===== src/sv/bdlp_pkg.sv =====
// bdlp_pkg: shared widths, register indexes and types for the button debounce block
// no dependencies; imported by all bdlp modules and the top level
package bdlp_pkg;

    // tick counter width, both counters saturate at its all-ones value
    localparam int COUNT_WIDTH = 16;
    localparam logic [COUNT_WIDTH-1:0] CNT_MAX = {COUNT_WIDTH{1'b1}};

    // configuration port
    localparam int CFG_DATA_W = 16;
    localparam int REG_IDX_W  = 2;
    localparam logic [REG_IDX_W-1:0] REG_LONG_PRESS_TICKS = 2'd0;
    localparam logic [REG_IDX_W-1:0] REG_FILTER_TICKS     = 2'd1;
    localparam logic [REG_IDX_W-1:0] REG_INIT_PREV_LEVEL  = 2'd2;

    // reset values of the registers
    localparam logic [CFG_DATA_W-1:0] LONG_PRESS_RST = 16'd1000;
    localparam logic [CFG_DATA_W-1:0] FILTER_RST     = 16'd20;

    // width for comparing a counter with a threshold register
    localparam int CMP_W = (COUNT_WIDTH > CFG_DATA_W) ? COUNT_WIDTH : CFG_DATA_W;

    // status flags, bit 0 is was_pressed
    typedef struct packed {
        logic was_long;
        logic pressed_long;
        logic was_short;
        logic pressed_short;
        logic was_released;
        logic was_pressed;
    } t_flags;

    // sticky flag clear requests of one tick
    typedef struct packed {
        logic was_pressed;
        logic was_released;
        logic was_short;
        logic was_long;
    } t_clears;

    // control from the top level to the press tracker
    typedef struct packed {
        logic    step;
        t_clears clr;
        logic    load_prev;
        logic    prev_val;
    } t_press_ctl;

    // one result item
    typedef struct packed {
        logic   pressed;
        t_flags flags;
    } t_result;

endpackage


===== src/sv/bdlp_in_if.sv =====
// bdlp_in_if: tick channel into the button debounce block
// valid / ready handshake with the raw level and the sticky clear requests
interface bdlp_in_if;
    logic valid;
    logic ready;
    logic raw_pressed;
    logic clear_was_pressed;
    logic clear_was_released;
    logic clear_was_short;
    logic clear_was_long;

    modport source (
        output valid, raw_pressed, clear_was_pressed, clear_was_released,
               clear_was_short, clear_was_long,
        input  ready
    );
    modport sink (
        input  valid, raw_pressed, clear_was_pressed, clear_was_released,
               clear_was_short, clear_was_long,
        output ready
    );
endinterface


===== src/sv/bdlp_out_if.sv =====
// bdlp_out_if: result channel out of the button debounce block
// valid / ready handshake with the filtered level and the status flags
interface bdlp_out_if;
    logic valid;
    logic ready;
    logic pressed;
    logic was_pressed;
    logic was_released;
    logic pressed_short;
    logic was_pressed_short;
    logic pressed_long;
    logic was_pressed_long;

    modport source (
        output valid, pressed, was_pressed, was_released, pressed_short,
               was_pressed_short, pressed_long, was_pressed_long,
        input  ready
    );
    modport sink (
        input  valid, pressed, was_pressed, was_released, pressed_short,
               was_pressed_short, pressed_long, was_pressed_long,
        output ready
    );
endinterface


===== src/sv/bdlp_filter.sv =====
// bdlp_filter: glitch filter on the raw button level
// depends on bdlp_pkg; the filtered level flips after filter_ticks differing ticks
module bdlp_filter (
    input  logic                             i_clk,
    input  logic                             i_rst_n,
    input  logic                             i_step,
    input  logic                             i_raw,
    input  logic [bdlp_pkg::CFG_DATA_W-1:0]  i_filter_ticks,
    output logic                             o_level_next
);
    import bdlp_pkg::*;

    logic                   r_level;
    logic [COUNT_WIDTH-1:0] r_count;
    logic                   n_level;
    logic [COUNT_WIDTH-1:0] n_count;
    logic [COUNT_WIDTH-1:0] count_inc;

    // saturating count of differing ticks, flip once the threshold is met
    always_comb begin
        count_inc = (r_count == CNT_MAX) ? r_count : r_count + 1'b1;
        n_level   = r_level;
        n_count   = '0;
        if (i_raw != r_level) begin
            if (CMP_W'(count_inc) >= CMP_W'(i_filter_ticks)) begin
                n_level = i_raw;
            end else begin
                n_count = count_inc;
            end
        end
    end

    always_ff @(posedge i_clk) begin
        if (!i_rst_n) begin
            r_level <= 1'b0;
            r_count <= '0;
        end else if (i_step) begin
            r_level <= n_level;
            r_count <= n_count;
        end
    end

    assign o_level_next = n_level;

endmodule


===== src/sv/bdlp_press.sv =====
// bdlp_press: press timer, short / long classification and sticky flags
// depends on bdlp_pkg; takes the filtered level of the current tick from bdlp_filter
module bdlp_press (
    input  logic                             i_clk,
    input  logic                             i_rst_n,
    input  bdlp_pkg::t_press_ctl             i_ctl,
    input  logic                             i_level,
    input  logic [bdlp_pkg::CFG_DATA_W-1:0]  i_long_ticks,
    output bdlp_pkg::t_flags                 o_flags_next
);
    import bdlp_pkg::*;

    logic                   r_prev;
    logic [COUNT_WIDTH-1:0] r_timer;
    t_flags                 r_flags;
    logic [COUNT_WIDTH-1:0] timer_inc;
    logic [COUNT_WIDTH-1:0] n_timer;
    t_flags                 n_flags;
    logic                   is_long;

    // clears first, then the classification of this tick
    always_comb begin
        timer_inc = (r_timer == CNT_MAX) ? r_timer : r_timer + 1'b1;
        is_long   = CMP_W'(timer_inc) >= CMP_W'(i_long_ticks);
        n_flags   = r_flags;
        if (i_ctl.clr.was_pressed)  n_flags.was_pressed  = 1'b0;
        if (i_ctl.clr.was_released) n_flags.was_released = 1'b0;
        if (i_ctl.clr.was_short)    n_flags.was_short    = 1'b0;
        if (i_ctl.clr.was_long)     n_flags.was_long     = 1'b0;
        n_timer = '0;
        if (i_level) begin
            n_timer             = timer_inc;
            n_flags.was_pressed = 1'b1;
            if (is_long) begin
                n_flags.pressed_short = 1'b0;
                n_flags.pressed_long  = 1'b1;
                n_flags.was_long      = 1'b1;
            end else begin
                n_flags.pressed_short = 1'b1;
                n_flags.pressed_long  = 1'b0;
            end
        end else if (r_prev) begin
            // falling edge of the filtered level
            if (!is_long) n_flags.was_short = 1'b1;
            n_flags.was_released  = 1'b1;
            n_flags.pressed_short = 1'b0;
            n_flags.pressed_long  = 1'b0;
        end
    end

    always_ff @(posedge i_clk) begin
        if (!i_rst_n) begin
            r_prev  <= 1'b0;
            r_timer <= '0;
            r_flags <= '0;
        end else if (i_ctl.step) begin
            r_prev  <= i_level;
            r_timer <= n_timer;
            r_flags <= n_flags;
        end else if (i_ctl.load_prev) begin
            r_prev  <= i_ctl.prev_val;
        end
    end

    assign o_flags_next = n_flags;

endmodule


===== src/sv/button_debounce_long_press.sv =====
// button_debounce_long_press: debounced button with short / long press flags
// a result is registered and valid in the cycle after its tick transfer
// one tick per cycle while each result is taken; the next tick is taken while the result is being taken
// state update is one pass through the filter compare and the press timer compare
// reset (synchronous, active low): released, counters and flags zero, registers 1000 / 20 / 0
module button_debounce_long_press (
    input  logic                             i_clk,
    input  logic                             i_rst_n,
    bdlp_in_if.sink                          i_in,
    bdlp_out_if.source                       o_out,
    input  logic                             i_cfg_we,
    input  logic [bdlp_pkg::REG_IDX_W-1:0]   i_cfg_idx,
    input  logic [bdlp_pkg::CFG_DATA_W-1:0]  i_cfg_data
);
    import bdlp_pkg::*;

    logic [CFG_DATA_W-1:0] r_long_ticks;
    logic [CFG_DATA_W-1:0] r_filter_ticks;
    logic                  r_out_valid;
    t_result               r_res;
    logic                  in_xfer;
    logic                  level_next;
    t_flags                flags_next;
    t_press_ctl            press_ctl;

    // input transfer whenever the result register is free or being emptied
    assign i_in.ready = !r_out_valid || o_out.ready;
    assign in_xfer    = i_in.valid && i_in.ready;

    // configuration registers
    always_ff @(posedge i_clk) begin
        if (!i_rst_n) begin
            r_long_ticks   <= LONG_PRESS_RST;
            r_filter_ticks <= FILTER_RST;
        end else if (i_cfg_we) begin
            unique case (i_cfg_idx)
                REG_LONG_PRESS_TICKS: r_long_ticks   <= i_cfg_data;
                REG_FILTER_TICKS:     r_filter_ticks <= i_cfg_data;
                // initial level goes straight into the press tracker
                REG_INIT_PREV_LEVEL:  ;
                default: ;
            endcase
        end
    end

    // control to the press tracker
    always_comb begin
        press_ctl.step             = in_xfer;
        press_ctl.clr.was_pressed  = i_in.clear_was_pressed;
        press_ctl.clr.was_released = i_in.clear_was_released;
        press_ctl.clr.was_short    = i_in.clear_was_short;
        press_ctl.clr.was_long     = i_in.clear_was_long;
        press_ctl.load_prev        = i_cfg_we && (i_cfg_idx == REG_INIT_PREV_LEVEL);
        press_ctl.prev_val         = i_cfg_data[0];
    end

    bdlp_filter u_filter (
        .i_clk          (i_clk),
        .i_rst_n        (i_rst_n),
        .i_step         (in_xfer),
        .i_raw          (i_in.raw_pressed),
        .i_filter_ticks (r_filter_ticks),
        .o_level_next   (level_next)
    );

    bdlp_press u_press (
        .i_clk        (i_clk),
        .i_rst_n      (i_rst_n),
        .i_ctl        (press_ctl),
        .i_level      (level_next),
        .i_long_ticks (r_long_ticks),
        .o_flags_next (flags_next)
    );

    // result register valid
    always_ff @(posedge i_clk) begin
        if (!i_rst_n) begin
            r_out_valid <= 1'b0;
        end else if (in_xfer) begin
            r_out_valid <= 1'b1;
        end else if (o_out.ready) begin
            r_out_valid <= 1'b0;
        end
    end

    // result payload
    always_ff @(posedge i_clk) begin
        if (in_xfer) begin
            r_res.pressed <= level_next;
            r_res.flags   <= flags_next;
        end
    end

    assign o_out.valid             = r_out_valid;
    assign o_out.pressed           = r_res.pressed;
    assign o_out.was_pressed       = r_res.flags.was_pressed;
    assign o_out.was_released      = r_res.flags.was_released;
    assign o_out.pressed_short     = r_res.flags.pressed_short;
    assign o_out.was_pressed_short = r_res.flags.was_short;
    assign o_out.pressed_long      = r_res.flags.pressed_long;
    assign o_out.was_pressed_long  = r_res.flags.was_long;

    // a tick transfer always leaves a result waiting
    a_xfer_gives_result: assert property (@(posedge i_clk) disable iff (!i_rst_n)
        in_xfer |=> r_out_valid)
        else $error("tick transfer without a result");

    // short and long are exclusive
    a_short_long_excl: assert property (@(posedge i_clk) disable iff (!i_rst_n)
        r_out_valid |-> !(r_res.flags.pressed_short && r_res.flags.pressed_long))
        else $error("press reported short and long at once");

    // a pressed result always carries the sticky pressed flag
    a_pressed_sticky: assert property (@(posedge i_clk) disable iff (!i_rst_n)
        (r_out_valid && r_res.pressed) |-> r_res.flags.was_pressed)
        else $error("pressed without was_pressed");

    // a pressed result always carries a short or long classification
    a_class_needs_level: assert property (@(posedge i_clk) disable iff (!i_rst_n)
        (r_out_valid && r_res.pressed) |->
            (r_res.flags.pressed_short || r_res.flags.pressed_long))
        else $error("pressed result without a classification");

endmodule


===== src/flat_wrapper.sv =====
// flat-port wrapper written by rule: the top's interface ports become plain ports
module button_debounce_long_press_flat import bdlp_pkg::*;
  (i_clk, i_rst_n, i_cfg_we, i_cfg_idx, i_cfg_data, i_in_valid, i_in_raw_pressed, i_in_clear_was_pressed, i_in_clear_was_released, i_in_clear_was_short, i_in_clear_was_long, i_in_ready, o_out_valid, o_out_pressed, o_out_was_pressed, o_out_was_released, o_out_pressed_short, o_out_was_pressed_short, o_out_pressed_long, o_out_was_pressed_long, o_out_ready);
  bdlp_in_if i_in_i ();
  bdlp_out_if o_out_i ();
  input  logic i_clk;
  input  logic i_rst_n;
  input  logic i_cfg_we;
  input  logic [bdlp_pkg::REG_IDX_W-1:0] i_cfg_idx;
  input  logic [bdlp_pkg::CFG_DATA_W-1:0] i_cfg_data;
  input wire logic [$bits(i_in_i.valid)-1:0] i_in_valid;
  input wire logic [$bits(i_in_i.raw_pressed)-1:0] i_in_raw_pressed;
  input wire logic [$bits(i_in_i.clear_was_pressed)-1:0] i_in_clear_was_pressed;
  input wire logic [$bits(i_in_i.clear_was_released)-1:0] i_in_clear_was_released;
  input wire logic [$bits(i_in_i.clear_was_short)-1:0] i_in_clear_was_short;
  input wire logic [$bits(i_in_i.clear_was_long)-1:0] i_in_clear_was_long;
  output wire logic [$bits(i_in_i.ready)-1:0] i_in_ready;
  output wire logic [$bits(o_out_i.valid)-1:0] o_out_valid;
  output wire logic [$bits(o_out_i.pressed)-1:0] o_out_pressed;
  output wire logic [$bits(o_out_i.was_pressed)-1:0] o_out_was_pressed;
  output wire logic [$bits(o_out_i.was_released)-1:0] o_out_was_released;
  output wire logic [$bits(o_out_i.pressed_short)-1:0] o_out_pressed_short;
  output wire logic [$bits(o_out_i.was_pressed_short)-1:0] o_out_was_pressed_short;
  output wire logic [$bits(o_out_i.pressed_long)-1:0] o_out_pressed_long;
  output wire logic [$bits(o_out_i.was_pressed_long)-1:0] o_out_was_pressed_long;
  input wire logic [$bits(o_out_i.ready)-1:0] o_out_ready;
  assign i_in_i.valid = i_in_valid;
  assign i_in_i.raw_pressed = i_in_raw_pressed;
  assign i_in_i.clear_was_pressed = i_in_clear_was_pressed;
  assign i_in_i.clear_was_released = i_in_clear_was_released;
  assign i_in_i.clear_was_short = i_in_clear_was_short;
  assign i_in_i.clear_was_long = i_in_clear_was_long;
  assign i_in_ready = i_in_i.ready;
  assign o_out_valid = o_out_i.valid;
  assign o_out_pressed = o_out_i.pressed;
  assign o_out_was_pressed = o_out_i.was_pressed;
  assign o_out_was_released = o_out_i.was_released;
  assign o_out_pressed_short = o_out_i.pressed_short;
  assign o_out_was_pressed_short = o_out_i.was_pressed_short;
  assign o_out_pressed_long = o_out_i.pressed_long;
  assign o_out_was_pressed_long = o_out_i.was_pressed_long;
  assign o_out_i.ready = o_out_ready;
  button_debounce_long_press u_core (.i_clk(i_clk), .i_rst_n(i_rst_n), .i_in(i_in_i), .o_out(o_out_i), .i_cfg_we(i_cfg_we), .i_cfg_idx(i_cfg_idx), .i_cfg_data(i_cfg_data));
endmodule

===== config.mk =====
export PLATFORM = sky130hd
export DESIGN_NAME = button_debounce_long_press_flat
export DESIGN_NICKNAME = d
export VERILOG_FILES = /design/src/sv/bdlp_pkg.sv /design/src/sv/bdlp_in_if.sv /design/src/sv/bdlp_out_if.sv /design/src/sv/bdlp_filter.sv /design/src/sv/bdlp_press.sv /design/src/sv/button_debounce_long_press.sv /design/src/flat_wrapper.sv
export SDC_FILE = /design/constraint.sdc
export NUM_CORES = 1
export LEC_CHECK = 0
export ABC_AREA = 1
export BUFFER_PORTS_ARGS = -buffer_cell sky130_fd_sc_hd__buf_2
export CAP_MARGIN = 10
export CORE_AREA = 5 5 117 141
export DETAILED_ROUTE_END_ITERATION = 6
export DIE_AREA = 0 0 122 146
export HOLD_SLACK_MARGIN = 0.03
export SLEW_MARGIN = 40
export SYNTH_ARGS = -nofsm -noshare
export SYNTH_HDL_FRONTEND = slang
export SYNTH_SLANG_ARGS = --single-unit
export TNS_END_PERCENT = 50

===== constraint.sdc =====
create_clock -name i_clk -period 2.5 [get_ports i_clk]
set_input_delay 0.5 -clock i_clk [delete_from_list [all_inputs] [get_ports i_clk]]
set_output_delay 0.5 -clock i_clk [all_outputs]
set_load 0.02 [all_outputs]

Word level (Yosys, flattened, before mapping). Cells that the tools add are included.

Word-level logic and storage cells: 64. Output and inout bits: 9. Bits in registers: 80.

Reduce and logical (&&, ||, !) cells: 9. Order comparisons: 2. Eq/ne operators: 5. Add/subtract/negate cells: 2. Mux-type cells: 26.

Operators with widths (number): two-way mux 16 bit (5); adder 16 x 1 -> 16 bit, second input constant (2); == test 16 bit, second input constant (2); greater-or-equal comparator 16 bit (2); two-way mux 1 bit (20); two-way mux 4 bit (1); AND reduction 2 bit (2); nonzero test 2 bit (2); == test 2 x 1 -> 1 bit, second input constant (1); == test 2 bit, second input constant (1); logical AND 1 bit (2); logical NOT 2 bit (1); logical NOT 1 bit (1); logical OR 1 bit (1); inequality test 1 bit (1).

Longest topological paths before layout. Gate-level depths: netlist of run 1.

Word-level depth: 6. Depth in mapped cells: 24.

Cells and area by module. A second synthesis of run 1 with hierarchy kept.

Cells, all modules: 744. Area, all modules: 5094.9 um^2.

By module, submodules not included: bdlp_press (sequential area each 460.4 um^2, cells an instance 281, area an instance 1851.8 um^2, instances 1); button_debounce_long_press (sequential area each 870.8 um^2, cells an instance 207, area an instance 1639.1 um^2, instances 1); bdlp_filter (sequential area each 340.3 um^2, cells an instance 256, area an instance 1604.0 um^2, instances 1).

Worst setup path before layout of run 1. No wires, ideal clock.

Path kind: reg-to-reg. From: register u_core.u_filter.r_count[0]. To: register u_core.u_press.r_timer[6]. Cell stages (with the launch flop): 20. Path slack: -0.283 ns. Data required time: 2.430 ns. Setup time: 0.070 ns. Period minus slack after synthesis: 2.783 ns. Arrival: 2.713 ns. Cells stage by stage: dfxtp_1 > ha_1 > nand2_1 > nor2_2 > nand2_1 > nor2_2 > inv_1 > buf_6 > nand2_1 > ha_1 > a21oi_1 > o21ai_0 > a21oi_1 > nand2_1 > nand2_1 > nand2_2 > nor2_4 > buf_4 > nand2_1 > a21oi_2.

Longest elaborated chain between the ends: 6.

RTL lines: start: declaration (RTL line bdlp_filter.sv:14) `logic [COUNT_WIDTH-1:0] r_count;`; start signal: assignment (RTL line bdlp_filter.sv:39) `r_count <= n_count;`; adder 16 x 1 -> 16 bit / == test 16 bit (equally long branches) (RTL line bdlp_filter.sv:21) `count_inc = (r_count == CNT_MAX) ? r_count : r_count + 1'b1;`; two-way mux 16 bit (*) (RTL line bdlp_filter.sv:21); greater-or-equal comparator 16 bit (*) (RTL line bdlp_filter.sv:25) `if (CMP_W'(count_inc) >= CMP_W'(i_filter_ticks)) begin`; two-way mux 1 bit (*) (RTL line bdlp_filter.sv:25); two-way mux 1 bit (*) (RTL line bdlp_filter.sv:24) `if (i_raw != r_level) begin`; two-way mux 16 bit (*) (RTL line bdlp_press.sv:31) `if (i_level) begin`; end signal: assignment (RTL line bdlp_press.sv:58) `r_timer <= n_timer;`; end: declaration (RTL line bdlp_press.sv:14) `logic [COUNT_WIDTH-1:0] r_timer;`.

Mark *: on every way between the ends. The rest lies on a longest branch, timed or not. A chain may end at the register's enable or synchronous reset.

Final worst setup path of run 1.
From: register u_core.u_filter.r_count[1]. To: register u_core.u_press.r_timer[12].

The elaborated chain is that of the path after synthesis.

==> results of run 1 <==
worst paths after layout:
check | cells after the start | slack [ns] | endpoint | from
worst max register to register | 20 | -0.28 | u_core.u_press.r_timer[12] | u_core.u_filter.r_count[1]
worst min register to register | 2 | 0.46 | u_core.r_long_ticks[12] | u_core.r_long_ticks[12]
worst min-delay path | 3 | 0.40 | u_core.r_long_ticks[6] | i_cfg_data[6]
worst max-delay path | 20 | -0.28 | u_core.u_press.r_timer[12] | u_core.u_filter.r_count[1]
through the flow:
step,TNS (ns),hold WS (ns)
after global placement,-6.938,0.4485
after global routing,-18.50,0.4048
after CTS,-5.293,0.3857
after detailed placement,-8.692,0.4536
final,-10.05,0.3960
after floorplan,-0.1362,0.4347
worst register-to-register path, delay by kind of cell, from the launching register on:
| kind | cells | cell delay [ns] |
|---|---|---|
| fa+ha+maj | 2 | 0.40 |
| simple gates | 11 | 1.05 |
| compound gates | 3 | 0.38 |
| flops | 1 | 0.37 |
| buf+inv | 4 | 0.54 |
kinds of logic (layout without fill, tap and decap cells):
logic type	Yosys count	count (layout)	share of synthesized area
adders and majority gates	34	34	0.09351
and+or+nand+nor	260	260	0.2459
AOI/OAI and AO/OA	128	128	0.1576
xor gates and xnor gates	25	25	0.04813
buffers and inverters	100	243	0.08746
DFF	80	80	0.3674
state kept, by name, indices dropped and copies added, names as in the netlist:
| register | cells |
|---|---|
| u_core.o_out.pressed | 1 |
| u_core.o_out.pressed_long | 1 |
| u_core.o_out.pressed_short | 1 |
| u_core.o_out.valid | 1 |
| u_core.o_out.was_pressed | 1 |
| u_core.o_out.was_pressed_long | 1 |
| u_core.o_out.was_pressed_short | 1 |
| u_core.o_out.was_released | 1 |
| u_core.r_filter_ticks | 16 |
| u_core.r_long_ticks | 16 |
| u_core.u_filter.r_count | 16 |
| u_core.u_filter.r_level | 1 |
| u_core.u_press.r_flags | 6 |
| u_core.u_press.r_prev | 1 |
| u_core.u_press.r_timer | 16 |
cell usage after synthesis, types with 8 or more instances:
cell type	n	area, um^2
nand4_1	9	56.30
nand2_2	11	68.82
a21oi_1	72	360.4
dfxtp_1	73	1461
nand3_1	18	90.09
inv_1	79	296.5
clkbuf_1	15	56.30
xor2_1	17	148.9
a21oi_2	11	96.34
nor2_1	34	127.6
o211ai_1	9	67.56
o21ai_0	31	155.2
xnor2_1	8	70.07
nand2_1	166	623.1
ha_1	34	425.4
power breakdown:
group / internal (W) / switching, W / leakage (nW) / total [W]
clock: 0.000836 / 0.000547 / 0.148 / 0.00138
combinational: 0.000106 / 0.000181 / 2.16 / 0.000287
sequential: 0.00133 / 0.0000126 / 0.671 / 0.00135
total: 0.00228 / 0.000741 / 2.98 / 0.00302
layout by cell type (no fill, tap or decap), types with 6 or more instances in the layout:
| master | netlist | final |
|---|---|---|
| nand3_1 | 18 | 11 |
| xor2_1 | 17 | 12 |
| nor2_4 | 2 | 6 |
| dfxtp_1 | 73 | 62 |
| nand2_1 | 166 | 141 |
| xnor2_1 | 8 | 7 |
| edfxtp_1 | 7 | 7 |
| ha_1 | 34 | 19 |
| buf_2 | 0 | 36 |
| nand4_1 | 9 | 9 |
| nor2_1 | 34 | 27 |
| buf_6 | 2 | 7 |
| a21oi_1 | 72 | 60 |
| ha_4 | 0 | 14 |
| dfxtp_2 | 0 | 8 |
| buf_4 | 2 | 99 |
| o21ai_0 | 31 | 25 |
| a21oi_2 | 11 | 22 |
| clkbuf_16 | 0 | 10 |
| o211ai_1 | 9 | 9 |
| nand2_2 | 11 | 21 |
| nand2_4 | 0 | 15 |
| inv_1 | 79 | 76 |
| nand3_2 | 0 | 6 |
per-layer routing:
layer | global-route usage | wire (um) | vias up | part of all wire
met3 | 0.02994 | 382 | 21 | 0.031
met4 | 0.05549 | 337 | 0 | 0.027
met5 | 0 | 0 | - | 0
met2 | 0.2658 | 6520 | 65 | 0.52
li1 | - | - | 2313 | -
met1 | 0.1665 | 5259 | 1997 | 0.42
final cells by class:
cell class	instances	area share
multi-input combinational	447	0.4532
sequential	80	0.2542
timing repair buffer	146	0.1614
inverter	81	0.04641
clock buffer	12	0.03871
tap	204	0.03833
clock inverter	4	0.007704
timing repair:
action                     in CTS  in global routing
cloned                          1                  0
pin swaps                      10                  9
buffers inserted               11                  8
gates resized for setup        49                 23
setup endpoints to repair      47                 47
==> qor.yml, run 1 <==
synth:
  ys_seq_area_frac: 0.3674
  syn_avg_cell_area_um2: 7.256
  ys_ff_latch: 80
  synth-edff-count: 7
  yosysUniqueCellTypes: 32
  syn_inst: 627
  synth.net_count: 689
  ys_warn_count: 0
  synthArstFlopShare: 0
  syn_area_um2: 4549
  synthFlopType: "dfxtp_1"
sta:
  setup_slack_ns: -0.2781
  setup_violations: 47
  max_clock_freq_mhz: 360.0
  period_minus_slack_ns: 2.778
  hold_violations: 0
  slew_violations: 0
  rsz0062_at_grt: "yes"
  fin_crit_sh: 1.111
  slew_headroom: 0.6191
  skew_ns: 0.008736
  max_slew.worst_pin.slew_ns: 0.5713
floorplan:
  initial_core_util: 0.3054
  ios: 37
  die-area_um2: 17810
  die_x_um: 122
  die_height_um: 146
  core-area_um2: 14900
  row_count: 49
placement:
  place_ws_ns: -0.2763
  place_hpwl_mm: 9.358
  place_inst: 938
  gp_congestion: 0.8349
  placed_cell_area_um2: 5909
  port_buffers: 36
worst_setup_path:
  cpPeakStageDelay_ns: 0.37
  cp_num_buf_inv: 4
  crit_arrival_ns: 3.05
  path_delay_family: "simple AND/OR/NAND/NOR gates"
  crit_fanout: 16
  critPathLaunchType: "flip-flop"
  cp.required_ns: 2.78
  cp_cell_sequence: "ha_4 -> nand2_4 -> nor2_4 -> nand2_2 -> nor2_4 -> inv_4 -> clkbuf_2 -> buf_4 -> nand2_1 -> ha_1 -> nand2_1 -> o21ai_1 -> a21oi_2 -> nand2_2 -> nand2_2 -> nand2_4 -> nor2_4 -> buf_12 -> nand2_1 -> a21oi_2"
  slowest_stage: "dfxtp_4"
  critPathKind: "reg -> reg"
  cp-end-kind: "flip-flop"
global_routing:
  grt_pass1_wl_mm: 20.80
  grt_pass1_vias: 4315
  grt_overflow: 0
  antenna_found_initial: 0
  grt_use_total: 0.1466
  grt_max_degree: 42
clock_tree:
  clk_pin_slew_worst_paths_ns: 0.06
  cts_tree: "yes"
  clk_latency_ns: 0.34
  hold_buffers: 0
  cts_max_level: 3
  cts_buffers: 9
  cts_sinks: 80
  cts_root_buffer: "clkbuf_16"
  cts_buffer_depth: 2
drt:
  dr.pass1.iters: 4
  wl_mm: 12.50
  viasPerCell: 4.513
  ant_nets: 0
  post_drt_wl_per_cell_um: 12.83
  num_vias: 4396
  drtIter0Drc: 226
  drc_errors: 0
finish:
  final_util: 0.4470
  fin_nets: 827
  final_area_um2: 6659
  n_fill_cell: 1482
  area_growth_pct: 46.37
  register_area_um2: 1693
  fin_cells: 974
  multiInputGateArea_um2: 3018
  drive_gt1_frac: 0.3727
  antenna_cells: 0
worst_hold_path:
  min_path_type: "in -> reg"
power_and_ir_drop:
  power_density_nw_per_um2: 453.1
  total_power_w: 0.003017
  p_leak_nw: 2.976
  ir_drop_uv: 263.8
job:
  cap_viol_max_count: 0
outcome:
  violations: "negative setup slack"
  status: "complete, but fails checks"
No activity file was read; power rests on OpenSTA's default activity.
==> run 2, diff against run 1 <==
--- a/config.mk
+++ b/config.mk
@@ -5,12 +5,12 @@
 export SDC_FILE = /design/constraint.sdc
 export NUM_CORES = 1
 export LEC_CHECK = 0
-export ABC_AREA = 1
 export BUFFER_PORTS_ARGS = -buffer_cell sky130_fd_sc_hd__buf_2
 export CAP_MARGIN = 10
-export CORE_AREA = 5 5 117 141
+export CORE_AREA = 5 5 118 143
 export DETAILED_ROUTE_END_ITERATION = 6
-export DIE_AREA = 0 0 122 146
+export DIE_AREA = 0 0 123 148
+export GPL_TIMING_DRIVEN = 0
 export HOLD_SLACK_MARGIN = 0.03
 export SLEW_MARGIN = 40
 export SYNTH_ARGS = -nofsm -noshare
==> run 2 against run 1 <==
The flow still finishes with violations (negative setup slack). Register-to-register slack lost 0.75 ns. Clock skew shrank 0.0013 ns. Sequential cell count did not move. Die area is 2.2% higher. Combinational power rose by 28%. Final cell count is 13% lower. Worst setup slack lost 0.75 ns. Critical path depth shrank 6. Critical path type unchanged.
==> qor.yml, run 2 <==
outcome:
  status: "complete, but fails checks"
  violations: "negative setup slack"
placement:
  port_buffers: 36
  place_inst: 809
  placed_cell_area_um2: 5152
  gp_congestion: 0.8046
  place_hpwl_mm: 9.670
  place_ws_ns: -1.344
worst_setup_path:
  path_delay_family: "simple AND/OR/NAND/NOR gates"
  r2r_slack_ns: -1.03
  crit_arrival_ns: 3.80
  r2r_cells: 14
  r2r-end: "u_core.u_filter.r_count[5]"
  critPathLaunchType: "flip-flop"
  slowest_stage: "a221o_2"
  cpPeakStageDelay_ns: 0.48
  cp_cell_sequence: "and4_1 -> clkbuf_8 -> nand4_1 -> o21ai_2 -> nor3_2 -> xor2_1 -> ha_1 -> a21oi_2 -> o21ai_1 -> a221o_2 -> or3_1 -> buf_6 -> or4_1 -> o21ai_1"
  crit_fanout: 9
  cp-end-kind: "flip-flop"
  r2r-start: "u_core.u_filter.r_count[7]"
  cp_num_buf_inv: 2
  critPathKind: "reg -> reg"
  critPathMostFrequentCell: "o21ai_1"
  cp.required_ns: 2.77
synth:
  ys_ff_latch: 80
  synthFlopType: "dfxtp_1"
  synth-edff-count: 7
  syn_avg_cell_area_um2: 8.229
  syn_area_um2: 4649
  yosysTopAreaCell: "dfxtp_1"
  synthArstFlopShare: 0
  syn_inst: 565
  ys_seq_area_frac: 0.3595
  ys_top_cells_by_area: "dfxtp_1 (31%), ha_1 (9.1%), nand2_1 (7.9%)"
  yosysUniqueCellTypes: 61
  synth.net_count: 627
  synth.top_cells.by_count: "nand2_1 (98), dfxtp_1 (73), a21oi_1 (51)"
  yosysMostFrequentCell: "nand2_1"
  ys_warn_count: 0
  synth.top_cell.area_share: 0.3143
floorplan:
  die-area_um2: 18200
  core-area_um2: 15330
  ios: 37
  initial_core_util: 0.3033
  die_x_um: 123
  die_height_um: 148
  row_count: 50
global_routing:
  grt_pass1_wl_mm: 21.18
  grt_use_total: 0.1498
  grt_max_degree: 17
  antenna_found_initial: 0
  grt_overflow: 0
  grt_pass1_vias: 4092
sta:
  setup_violations: 47
  skew_ns: 0.007437
  slew_headroom: 0.4933
  rsz0062_at_grt: "yes"
  slew_violations: 0
  max_clock_freq_mhz: 283.4
  setup_slack_ns: -1.029
  fin_crit_sh: 1.411
  hold_violations: 0
  max_slew.worst_pin.slew_ns: 0.7600
  period_minus_slack_ns: 3.529
drt:
  num_vias: 4234
  wl_mm: 13.23
  drc_errors: 0
  drtIter0Drc: 230
  dr.pass1.iters: 4
  viasPerCell: 5.005
  ant_nets: 0
  post_drt_wl_per_cell_um: 15.63
power_and_ir_drop:
  p_leak_nw: 2.454
  ir_drop_uv: 286.5
  power_density_nw_per_um2: 496.4
worst_hold_path:
  min_from: "i_cfg_data[6]"
  min_path_type: "in -> reg"
  holdPathEnd: "u_core.r_long_ticks[6]"
  hold_path_depth: 3
finish:
  multiInputGateArea_um2: 2985
  fin_nets: 695
  final_common_cell: "nand2_1"
  area_growth_pct: 27.56
  n_fill_cell: 1539
  drive_gt1_frac: 0.2492
  register_area_um2: 1690
  antenna_cells: 0
  layout_common_cells: "nand2_1 (94), dfxtp_1 (64), a21oi_1 (48)"
  final_area_um2: 5931
  fin_cells: 846
clock_tree:
  cts_buffers: 9
  cts_buffer_depth: 2
  cts_max_level: 3
  cts_root_buffer: "clkbuf_16"
  hold_buffers: 0
  clk_pin_slew_worst_paths_ns: 0.06
  cts_sinks: 80
  clk_latency_ns: 0.35
  cts_tree: "yes"
job:
  cap_viol_max_count: 0
## run 2: cell count changes in the layout (fill, tap and decap cells not counted), sizes merged, moves of 9 or more
cell | before | now
nor2 | 38 | 19
a21oi | 83 | 51
nand2 | 177 | 98
a211oi | 0 | 10
o211a | 0 | 9
o21ai | 31 | 10
inv | 81 | 45
clkbuf | 13 | 32
buf | 145 | 67
## run 2: cell type report
| cell class | instances | share of cell area |
|---|---|---|
| inverters | 45 | 0.02848 |
| flip-flops and latches | 80 | 0.2850 |
| plain buffers | 29 | 0.02890 |
| multi-input cells | 408 | 0.5034 |
| repair buffers | 60 | 0.06540 |
| clock buffers | 10 | 0.03861 |
| clock inverters | 6 | 0.006329 |
| well taps | 208 | 0.04388 |
## run 2: per-layer routing
metal | wire length (um) | vias to the layer above | track usage
li1 | - | 2148 | -
met1 | 5397 | 1997 | 0.1702
met5 | 0 | - | 0
met3 | 340 | 24 | 0.03100
met2 | 7090 | 65 | 0.2673
met4 | 397 | 0 | 0.06537
## run 2: metrics by stage
stage               total power (W)    util  hold WS (ns)  TNS (ns)
finish                     0.002944  0.3869        0.4059    -42.55
global route               0.003066  0.3869        0.4141    -48.12
floorplan                  0.001575       -        0.4363    -22.39
CTS                        0.002955  0.3807        0.3965    -40.97
global placement           0.001686  0.3362        0.4451    -47.34
detailed placement         0.001688  0.3362        0.4475    -48.05
## run 2: power breakdown
group	total [W]	internal (W)	switching (W)
combinational	0.000366	0.000148	0.000218
clock	0.00122	0.000667	0.000555
sequential	0.00136	0.00133	0.0000244
total	0.00294	0.00215	0.000797
## run 2: timing repair
| item | CTS | global route |
|---|---|---|
| pin swaps | 31 | 17 |
| setup endpoints to repair | 47 | 47 |
| buffers inserted | 18 | 3 |
| cloned | 3 | 0 |
| gates resized for setup | 59 | 20 |
## run 2: tightest hold or removal path, stage by stage
cell	delay (ns)
buf_2	0.09
nand2_1	0.05
o211ai_1	0.07
## run 2: how the worst max path moves through the flow
stage                                          end                        from  slack (ns)  cells after the start
floorplan           u_core.o_out.was_pressed_short  u_core.u_filter.r_count[4]       -0.65                     14
global placement    u_core.o_out.was_pressed_short  u_core.u_press.r_timer[13]       -1.32                     14
detailed placement  u_core.o_out.was_pressed_short  u_core.u_press.r_timer[13]       -1.34                     14
CTS                     u_core.o_out.pressed_short  u_core.u_filter.r_count[7]       -0.99                     15
global route        u_core.o_out.was_pressed_short  u_core.u_filter.r_count[7]       -1.11                     14
finish                  u_core.u_filter.r_count[5]  u_core.u_filter.r_count[7]       -1.03                     14
## run 2: cells by family after synthesis
logic type                 Yosys count  share of synthesized area
DFF                                 80                     0.3595
and+or+nand+nor                    195                     0.1975
buffers and inverters               77                    0.06512
adders and majority gates           34                    0.09150
AOI/OAI and AO/OA                  142                     0.2126
muxes                                8                    0.01911
xor gates and xnor gates            29                    0.05463
